### src/hw/rtl/cbiq_pkg.sv
// Shared constants and register indexes for the complex biquad filter unit.
package cbiq_pkg;

    localparam int COEF_WIDTH_DEF   = 18;
    localparam int SAMPLE_WIDTH_DEF = 16;

    localparam int FRAC_W    = 5;
    localparam int CFG_IDX_W = 3;

    localparam logic [FRAC_W-1:0] FRAC_BITS_RESET = FRAC_W'(16);

    typedef enum logic [CFG_IDX_W-1:0] {
        CFG_B0        = 3'd0,
        CFG_B1        = 3'd1,
        CFG_B2        = 3'd2,
        CFG_A1        = 3'd3,
        CFG_A2        = 3'd4,
        CFG_FRAC_BITS = 3'd5
    } t_cfg_idx;

endpackage

### src/hw/rtl/cbiq_cfg.sv
// Coefficient and shift registers written through the configuration port.
module cbiq_cfg #(
    parameter int COEF_WIDTH = cbiq_pkg::COEF_WIDTH_DEF
) (
    input  logic                              i_clk,
    input  logic                              i_rst_n,
    input  logic                              i_cfg_we,
    input  logic [cbiq_pkg::CFG_IDX_W-1:0]    i_cfg_addr,
    input  logic [COEF_WIDTH-1:0]             i_cfg_data,
    output logic signed [COEF_WIDTH-1:0]      o_b0,
    output logic signed [COEF_WIDTH-1:0]      o_b1,
    output logic signed [COEF_WIDTH-1:0]      o_b2,
    output logic signed [COEF_WIDTH-1:0]      o_a1,
    output logic signed [COEF_WIDTH-1:0]      o_a2,
    output logic [cbiq_pkg::FRAC_W-1:0]       o_frac
);

    logic signed [COEF_WIDTH-1:0] r_b0, r_b1, r_b2, r_a1, r_a2;
    logic [cbiq_pkg::FRAC_W-1:0]  r_frac;

    always_ff @(posedge i_clk) begin
        if (!i_rst_n) begin
            r_b0   <= '0;
            r_b1   <= '0;
            r_b2   <= '0;
            r_a1   <= '0;
            r_a2   <= '0;
            r_frac <= cbiq_pkg::FRAC_BITS_RESET;
        end else if (i_cfg_we) begin
            case (i_cfg_addr)
                cbiq_pkg::CFG_B0:        r_b0   <= i_cfg_data;
                cbiq_pkg::CFG_B1:        r_b1   <= i_cfg_data;
                cbiq_pkg::CFG_B2:        r_b2   <= i_cfg_data;
                cbiq_pkg::CFG_A1:        r_a1   <= i_cfg_data;
                cbiq_pkg::CFG_A2:        r_a2   <= i_cfg_data;
                cbiq_pkg::CFG_FRAC_BITS: r_frac <= i_cfg_data[cbiq_pkg::FRAC_W-1:0];
                default: ;
            endcase
        end
    end

    assign o_b0   = r_b0;
    assign o_b1   = r_b1;
    assign o_b2   = r_b2;
    assign o_a1   = r_a1;
    assign o_a2   = r_a2;
    assign o_frac = r_frac;

endmodule

### config.mk
export PLATFORM = sky130hd
export DESIGN_NAME = cbiq_cfg
export DESIGN_NICKNAME = d
export VERILOG_FILES = /design/src/hw/rtl/cbiq_pkg.sv /design/src/hw/rtl/cbiq_cfg.sv
export SDC_FILE = /design/constraint.sdc
export NUM_CORES = 1
export LEC_CHECK = 0
export ABC_AREA = 1
export BUFFER_PORTS_ARGS = -buffer_cell sky130_fd_sc_hd__buf_2
export CORE_ASPECT_RATIO = 2
export CORE_MARGIN = 1
export CORE_UTILIZATION = 45
export DETAILED_ROUTE_END_ITERATION = 10
export PLACE_DENSITY = 0.8
export SYNTH_ARGS = -nofsm -noshare
export SYNTH_HDL_FRONTEND = slang
export SYNTH_SLANG_ARGS = --single-unit
### constraint.sdc
create_clock -name i_clk -period 1.2 [get_ports i_clk]
set_clock_uncertainty 0.15 [all_clocks]
set_input_delay 0.12 -clock i_clk [delete_from_list [all_inputs] [get_ports i_clk]]
set_output_delay 0.12 -clock i_clk [all_outputs]
set_load 0.01 [all_outputs]
; ---- After elaboration in Yosys (flattened, before gate mapping)
; Index checks and enable logic that the tools add are counted.
[totals]
ff_bits = 95
input_bits = 24
out_inout_bits = 95
word_cells = 18
[op_classes]
n_eq_ne = 5
n_reduce_logical = 7
[op_table]
columns = op, n
row1 = $reduce_and A2 Y1, 6
row2 = $eq A3 B2 Y1 const B, 2
row3 = $eq A3 B3 Y1 const B, 2
row4 = $eq A3 B1 Y1 const B, 1
row5 = $logic_not A3 Y1, 1

; ---- Longest topological paths before layout
; Gate-level depths: netlist of the first run.
[depth]
word_depth = 2
mapped_depth = 6
mapped_depth_nobuf = 5

; ---- Least setup slack after synthesis of the first run
; Ideal clock, no wire load.
[synth_timing]
path_kind = in2reg
start = input i_rst_n
end = register r_a1[0] (netlist: o_a1[0])
setup_time_ns = 0.064
arrival_ns = 0.814
required_time_ns = 0.986
path_slack_ns = 0.172
path_stages = 5
n_path_buf = 3
cell_sequence = buf_2 buf_2 buf_1 nand2_1 nor2_1
[synth_lines]
columns = element, line
row1 = from (decl), cbiq_cfg.sv:6  ; input logic i_rst_n,
row2 = to (signal assigned), cbiq_cfg.sv:34  ; cbiq_pkg::CFG_A1: r_a1 <= i_cfg_data;
row3 = to (decl), cbiq_cfg.sv:18  ; logic signed [COEF_WIDTH-1:0] r_b0, r_b1, r_b2, r_a1, r_a2;

; ---- Worst setup path in the final report of the first run
[layout_timing]
start = register r_b0[17] (netlist: o_b0[17])
end = output o_b0[17]
[layout_lines]
columns = element, line
row1 = from (decl), cbiq_cfg.sv:18
row2 = from (signal assigned), cbiq_cfg.sv:31  ; cbiq_pkg::CFG_B0: r_b0 <= i_cfg_data;
row3 = to (decl), cbiq_cfg.sv:10  ; output logic signed [COEF_WIDTH-1:0] o_b0,
; No word-level cell between the ends.

==> flow_summary.ini, run 1 <==
[clock_network]
clkTransAtPathRegs_ns = 0.06
cts_buffers = 9
clock_sinks = 95
htreeDepth = 3
cts_tree = yes
clockBufferDepth = 2
worst_skew_pair.late_latency_ns = 0.35
cts_resized = 0
cts-root-buf = clkbuf_16

[drt]
ant_nets = 0
viasPerCell = 4.93
postRouteWirelength_um = 10400
drc = 0
drt_pass1_iterations = 5
via_count = 3736
drt_first_iter_violations = 279
wl_per_cell_um = 13.7

[synthesis]
synth-edff-count = 0
ys_seq_area_share_pct = 49.9
synth_top_area_cell = dfxtp_1
synth_cells = 546
synth.distinct_cells = 15
dominantRegCellSynth = dfxtp_1
avgSynthCellArea_um2 = 6.98
synth_commonest_cells = nor2_1, nand2_1, dfxtp_1, nand3_1
syn_area_mm2 = 0.00381
yosysWarnings = 0
yosys.cell_count.top_type = nor2_1
async_flop_share_pct = 0
synthTopCellsByArea = dfxtp_1, nor2_1, nand3_1, nand2_1, buf_2
yosysTopAreaCellShare_pct = 49.9
synth_fp_nets = 570
synth-seq-cells = 95

[grt]
antenna_found_initial = 0
grt_max_degree = 55
overflow = 0
grt_pass1_vias = 3462
grt.total_usage_pct = 24.7
grt_pass1_wl_um = 16400

[sta]
fin_ws_ns = 0.0576
hold_viol = 0
max_slew.worst_pin.slew_ns = 0.441
slew_headroom_pct = 70.6
drv_slew = 0
tns_ns = 0
rsz0062_at_grt = no
finalSetupViolCount = 0
period_share_pct = 95.2
fin_worst_hold_slack_ns = 0.0197
fmax_ghz = 0.875
period_needed_ns = 1.14

[power_and_ir_drop]
p_per_area_mw_per_mm2 = 1460
p_sw_mw = 1.70
swShare_pct = 23.8
power_frac_comb_pct = 11.1
pwr-share-seq_pct = 46.7
vdd_drop_max_uv = 874
total_power_mw = 7.13
p_int_mw = 5.43
p_clk_share_pct = 42.2
power.leakage_nw = 2.42

[worst_hold_path]
hold_depth = 5
min_path_type = in2reg

[setup_path]
crit_arrival_ns = 0.87
cp_num_cells = 1
rr_startpoint = o_a2[4]
cp_cell_sequence = buf_2
worstSetupPathType = reg2out
rrSetupSlack_ns = 0.44
critical_path.startpoint = o_b0[17]
crit_path_top_delay_cell = dfxtp_1
worst-path-max-fanout = 2
cp.buffers_inverters = 1
slowest_delay_ns = 0.37
worst_r2r_path_depth = 2
worstReg2RegEnd = o_a2[4]
cp-end-kind = output pin
endpoint = o_b0[17]
cp-start-kind = flop
worst_ep_required_time_ns = 0.93
crit_family = flip-flops

[place]
dp_cells = 742
portBuffers = 118
pre_cts_slack_ns = -0.0991
place_congestion = 0.845
hpwl_um = 7380

[final_layout]
layout-drive-gt1-share_pct = 23.5
antenna_cells = 0
syn_to_final_growth_pct = 28.2
nNetsFinal = 680
layout.cells.non_filler = 758
nFillCells = 775

[floorplanning]
die_area_mm2 = 0.00886
ios = 119
die_x_um = 67.1
die_h_um = 132
fp-row-count = 47
core_mm2 = 0.00823
start_util_pct = 46.3

[status]
status = complete, no violations

[job]
cap_viol_max_count = 0
## power groups by stage
stage	logic (mW)	clock network, mW	registers [mW]
4_1_cts	0.796	3.05	3.33
2_1_floorplan	0.430	0	3.44
5_1_grt	0.884	3.15	3.34
6_report	0.794	3.01	3.33
3_3_place_gp	0.775	0	3.39
3_5_place_dp	0.790	0	3.40
## cell families (layout without fill, tap and decap cells)
| kind of cell | count (synthesis) | after routing | share of synthesized area (%) |
|---|---|---|---|
| and+or+nand+nor | 394 | 394 | 43.2 |
| DFF | 95 | 95 | 49.9 |
| AOI/OAI and AO/OA | 1 | 1 | 0.131 |
| buffers and inverters | 56 | 170 | 6.80 |
## through the flow
| stage | area (um2) | util, % |
|---|---|---|
| 2_1_floorplan | 3810 | - |
| 3_3_place_gp | 4560 | 55.4 |
| 3_5_place_dp | 4560 | 55.4 |
| 4_1_cts | 4890 | 59.4 |
| 5_1_grt | 4890 | 59.4 |
| 6_report | 4890 | 59.4 |
## worst min-delay path by stage
stage                    from        end
6_report       i_cfg_data[17]   o_b0[17]
5_1_grt        i_cfg_data[17]   o_b0[17]
4_1_cts        i_cfg_data[17]   o_b0[17]
3_5_place_dp    i_cfg_data[4]  o_frac[4]
3_3_place_gp    i_cfg_data[4]  o_frac[4]
2_1_floorplan   i_cfg_data[4]  o_frac[4]
## repair_timing
| action | CTS | global route |
|---|---|---|
| setup endpoints to repair | 0 | 0 |
| hold buffers | 1 | 0 |
| buffers inserted | 0 | 0 |
| endpoints found under the hold margin | 1 | 0 |
## registers in the layout, summed over array words and instances (netlist names)
signal,cells
o_a1,18
o_a2,18
o_b0,18
o_b1,18
o_b2,18
o_frac,5
## routing by layer
| metal | track usage, % | share of wire, % | wire [um] |
|---|---|---|---|
| met5 | 0 | 0 | 0 |
| met4 | 15.2 | 4.1 | 425 |
| met3 | 4.33 | 4.8 | 502 |
| met2 | 43.3 | 55 | 5670 |
| met1 | 25.8 | 36 | 3770 |
## cell type report
class / count / area [um2] / area share [%]
sequential: 95 / 1900 / 38.9
multi-input combinational: 395 / 1660 / 33.9
timing repair buffer: 131 / 803 / 16.4
clock buffer: 12 / 246 / 5.04
tap: 98 / 123 / 2.51
inverter: 24 / 90.1 / 1.84
clock inverter: 3 / 67.6 / 1.38
## layout by cell type (no fill, tap or decap)
cell,count
buf_4,3
clkbuf_8,1
o21ai_0,1
nor2_4,6
nand2_1,100
clkbuf_1,2
clkinvlp_4,1
buf_12,9
dlygate4sd3_1,1
clkbuf_16,9
inv_2,3
dfxtp_1,95
nor2_1,190
nand3_1,95
bufinv_16,2
nor2_2,2
inv_1,21
nand2_2,1
buf_2,118
(Power assumes the default switching activity.)
==> run 2, diff against run 1 <==
Settings changed: CAP_MARGIN set to 20, CTS_BUF_LIST set to sky130_fd_sc_hd__clkbuf_4, SETUP_SLACK_MARGIN set to 0.02.
==> run 2 against run 1 <==
  * The run now ends with negative setup slack left
  * Critical endpoint is now o_b0[3]
  * Flip-flop and latch count did not move
  * Core utilization rose by 11 points
  * Highest routed layer unchanged
  * Cell area rose by 19%
  * Cell count rose by 5.3%
  * Register-to-register slack got worse by 0.21 ns
  * Maximum frequency fell by 7.5%
  * Total power fell by 12%
  * Non-clock buffer count rose by 39
  * Setup slack got worse by 0.093 ns
  * Sequential share of layout area fell by 4.2 points
==> flow_summary.ini, run 2 (synthesis gave the netlist of run 1 again) <==
[status]
status = finished with violations
violations = negative setup slack

[drt]
drc = 0
drt_first_iter_violations = 406
ant_nets = 0
postRouteWirelength_um = 12500
viasPerCell = 5.16
drt_pass1_iterations = 6
via_count = 4115
wl_per_cell_um = 15.6

[sta]
hold_viol = 0
drv_slew = 0
max_slew.worst_pin.slew_ns = 0.465
slew_headroom_pct = 68.9
period_share_pct = 103
tns_ns = -0.233
fmax_ghz = 0.809
rsz0062_at_grt = yes
finalSetupViolCount = 24
fin_ws_ns = -0.0353
period_needed_ns = 1.24

[setup_path]
crit_arrival_ns = 0.97
critical_path.startpoint = o_b0[3]
cp.buffers_inverters = 1
cp_cell_sequence = buf_6
worstSetupPathType = reg2out
worst_r2r_path_depth = 4
worstReg2RegEnd = o_a1[8]
cp_num_cells = 1
endpoint = o_b0[3]
cp-end-kind = output pin
rrSetupSlack_ns = 0.23
cp-start-kind = flop
slowest_delay_ns = 0.39
crit_path_top_delay_cell = dfxtp_2
crit_family = flip-flops
rr_startpoint = o_a1[8]
worst_ep_required_time_ns = 0.93
worst-path-max-fanout = 2

[floorplanning]
fp-row-count = 47
core_mm2 = 0.00823
ios = 119
die_area_mm2 = 0.00886
start_util_pct = 46.3
die_h_um = 132
die_x_um = 67.1

[place]
portBuffers = 118
pre_cts_slack_ns = -0.0991
hpwl_um = 7380
place_congestion = 0.845

[clock_network]
cts_buffers = 9
clkTransAtPathRegs_ns = 0.14
htreeDepth = 3
clock_sinks = 95
worst_skew_pair.late_latency_ns = 0.45
cts_tree = yes
clockBufferDepth = 2
cts-root-buf = clkbuf_4

[worst_hold_path]
hold_depth = 5
min_path_type = in2reg

[grt]
antenna_found_initial = 1
use_met2_pct = 49.9
overflow = 0
grt_use_met3_pct = 6.23
grt_pass1_vias = 3999
grt_max_degree = 55
busiest_layer = met2
grt.total_usage_pct = 29.5
use_met1_pct = 30.4
grt_pass1_wl_um = 19500

[power_and_ir_drop]
vdd_drop_max_uv = 702
power.leakage_nw = 2.66
p_per_area_mw_per_mm2 = 1080
total_power_mw = 6.31

[job]
cap_viol_max_count = 0

[final_layout]
layout_common_cells = nor2_1, nand2_1, nand3_1, buf_6, dfxtp_2
syn_to_final_growth_pct = 53.1
nNetsFinal = 719
layout_commonest_cell = nor2_1
layout-drive-gt1-share_pct = 38.9
==> run 2: cell count changes in the layout (fill, tap and decap cells not counted), sizes merged <==
cell / delta
clkinv: +1
clkbuf: +2
diode: +1
buf: +16
dlygate4sd3: +20
==> run 2: through the flow <==
stage	cell area, um2	hold slack (ns)	util (%)	std cells
2_1_floorplan	3810	0.0962	-	546
3_3_place_gp	4560	0.202	55.4	742
3_5_place_dp	4560	0.219	55.4	742
4_1_cts	5720	-0.0112	69.5	789
5_1_grt	5830	0.0306	70.9	798
6_report	5830	0.0108	70.9	798
==> run 2: cell type report <==
type | instances | area (um2)
sequential | 95 | 2030
clock buffer | 11 | 82.6
timing repair buffer | 170 | 1780
fill | 576 | 2400
multi-input combinational | 395 | 1660
tap | 98 | 123
inverter | 24 | 90.1
antenna | 1 | 2.50
clock inverter | 4 | 71.3
==> run 2: worst register-to-register path: stages (launching register included) <==
cell,delay [ns]
dfxtp_2,0.35
buf_4,0.12
buf_4,0.12
nor2_1,0.09
nor2_1,0.05
==> run 2: power breakdown <==
part | internal, mW | total (mW) | switching (mW)
Clock | 0.876 | 1.90 | 1.03
Sequential | 3.28 | 3.37 | 0.0896
Combinational | 0.488 | 1.03 | 0.545
Total | 4.65 | 6.31 | 1.66
==> run 2: per-layer routing <==
layer	wire (um)	share of wire (%)	up-vias
met5	0	0	-
met4	788	6.3	0
met3	701	5.6	52
met2	6790	55	198
met1	4170	33	1872
li1	-	-	1993
==> run 2: how the worst min path moves through the flow <==
stage                     slack (ns)           from         to
final                           0.01  i_cfg_addr[0]  o_frac[0]
after global routing            0.03  i_cfg_addr[0]  o_frac[0]
after global placement          0.20  i_cfg_data[4]  o_frac[4]
after CTS                      -0.01  i_cfg_addr[1]    o_b2[5]
after detailed placement        0.22  i_cfg_data[4]  o_frac[4]
after floorplan                  0.1  i_cfg_data[4]  o_frac[4]
==> run 2: repair_timing <==
action | CTS | global route
gates cloned | 0 | 2
setup buffers | 11 | 6
pin swaps | 0 | 4
endpoints found under the hold margin | 95 | 1
hold buffers | 21 | 1
resized for setup | 190 | 5
endpoints found under the setup margin | 95 | 103
==> run 3, diff against run 2 <==
Settings changed: ABC_AREA 1 to unset, PLACE_DENSITY 0.8 to 0.81.
==> run 3 against run 2 <==
  * The run still ends with negative setup slack left
  * Core utilization rose by 4.5 points
  * Flip-flop and latch count did not move
  * Sequential share of layout area rose by 1.9 points
  * Synthesized cell count fell by 39%
  * Clock power fell by 23%
  * Cell area fell by 5.4%
  * Non-clock buffer count rose by 9
==> flow_summary.ini, run 3 <==
[synthesis]
synth_mux_area_share_pct = 27.5
yosys.cell_count.top_type = nand2_1
synth-edff-count = 0
syn_area_mm2 = 0.00346
synth_cells = 333
yosysWarnings = 0
synth_compound_area_share_pct = 0
dominantRegCellSynth = dfxtp_1
synth_xor_area_share_pct = 0
yosysTopAreaCellShare_pct = 55.0
synthTopCellsByArea = dfxtp_1, mux2i_1, nand2_1, clkbuf_1, buf_2
async_flop_share_pct = 0
synth_commonest_cells = nand2_1, dfxtp_1, mux2i_1
ys_seq_area_share_pct = 55.0
synthSimpleGateAreaFrac_pct = 14.2
synth_top_area_cell = dfxtp_1
synth_fp_nets = 357
avgSynthCellArea_um2 = 10.4
synth.distinct_cells = 12
synth-seq-cells = 95
synthAdderAreaFrac_pct = 0
synth_top_family_by_area = multiplexers

[setup_path]
worstReg2RegEnd = o_b2[7]
rrSetupSlack_ns = 0.30
slowest_delay_ns = 0.39
crit_arrival_ns = 0.94
cp_num_cells = 1
worstSetupPathType = reg2out
worst-path-max-fanout = 2
worst_ep_required_time_ns = 0.93
cp_cell_sequence = buf_6
crit_path_top_delay_cell = dfxtp_2
critical_path.startpoint = o_b0[6]
cp-start-kind = flop
worst_r2r_path_depth = 3
rr_startpoint = o_b2[7]
crit_family = flip-flops
cp.buffers_inverters = 1
cp-end-kind = output pin
endpoint = o_b0[6]

[grt]
grt_max_degree = 40
antenna_found_initial = 0
grt_pass1_vias = 3227
overflow = 0
grt_pass1_wl_um = 16000
grt.total_usage_pct = 26.7

[place]
portBuffers = 118
place_area_mm2 = 0.00429
place_congestion = 0.808
hpwl_um = 6060
dp_cells = 538

[drt]
wl_per_cell_um = 18.0
postRouteWirelength_um = 10800
ant_nets = 0
drt_pass1_iterations = 4
drt_first_iter_violations = 118
drc = 0
via_count = 3088
viasPerCell = 5.17

[sta]
fmax_ghz = 0.823
period_needed_ns = 1.21
tns_ns = -0.0765
max_slew.worst_pin.slew_ns = 0.368
drv_slew = 0
slew_headroom_pct = 75.4
period_share_pct = 101
rsz0062_at_grt = yes
fin_ws_ns = -0.0148
hold_viol = 0
finalSetupViolCount = 13

[final_layout]
syn_to_final_growth_pct = 59.5
layout.cells.non_filler = 597
fin_util_pct = 75.4
antenna_cells = 0
layout-drive-gt1-share_pct = 52.5
layout_commonest_cell = nand2_1
nNetsFinal = 524
layout_common_cells = nand2_1, mux2i_1, dfxtp_2, buf_6, buf_4
final_cell_area_mm2 = 0.00552

[worst_hold_path]
min_path_type = in2reg

[floorplanning]
die_area_mm2 = 0.00806
die_x_um = 64
core_mm2 = 0.00732
start_util_pct = 47.2
die_h_um = 126
fp-row-count = 44
ios = 119

[power_and_ir_drop]
p_per_area_mw_per_mm2 = 983
vdd_drop_max_uv = 689
total_power_mw = 5.43
power.leakage_nw = 2.80

[clock_network]
cts_buffers = 9
clockBufferDepth = 2
clkTransAtPathRegs_ns = 0.14
clock_sinks = 95
worst_skew_pair.late_latency_ns = 0.45
cts-root-buf = clkbuf_4
cts_tree = yes
htreeDepth = 3

[job]
cap_viol_max_count = 0

[status]
violations = negative setup slack
status = finished with violations
## run 3: report_power, final
part           internal, mW  total (mW)  switching, mW
logic                 0.358       0.664          0.306
clock network         0.454        1.47           1.02
registers              3.23        3.29         0.0558
total                  4.05        5.43           1.38
## run 3: per-stage QoR
step                setup WS (ns)  hold WS (ns)
CTS                       -0.0211       0.00764
detailed placement         -0.180         0.268
global route              -0.0516        0.0133
finish                    -0.0148        0.0202
floorplan                  -0.116         0.131
global placement           -0.165         0.241
## run 3: worst min path at each step
stage             startpoint         to  cells past startpoint
6_report       i_cfg_addr[0]    o_b0[0]                      4
4_1_cts        i_cfg_addr[0]    o_b0[2]                      4
2_1_floorplan  i_cfg_data[4]  o_frac[4]                      2
3_3_place_gp   i_cfg_data[4]  o_frac[4]                      3
3_5_place_dp   i_cfg_data[4]  o_frac[4]                      3
5_1_grt        i_cfg_addr[0]   o_b0[16]                      4
## run 3: cell type report
cell class,count,area (um2)
flip-flops and latches,95,2020
repair buffers,179,1810
clock buffers,11,82.6
clock inverters,5,25.0
fillers,454,1800
well taps,92,115
multi-input cells,215,1470
## run 3: routing by layer
layer  up-vias  global-route usage, %  part of all wire [%]
met4         0                   16.6                   5.2
li1       1432                      -                     -
met3        38                   5.89                   3.9
met2       120                   50.6                    57
met5         -                      0                     0
met1      1498                   24.7                    33
## run 3: timing repair
item | in CTS | in global routing
pin swaps | 0 | 0
hold buffers | 25 | 2
hold endpoints to repair | 95 | 16
setup buffers | 7 | 9
setup endpoints to repair | 95 | 145
cloned | 0 | 1
gates resized for setup | 193 | 2
## run 3: cells by family (layout without fill, tap and decap cells)
| group | Yosys count | count (layout) |
|---|---|---|
| simple gates | 120 | 120 |
| mux | 95 | 95 |
| flops | 95 | 95 |
| buf+inv | 23 | 195 |
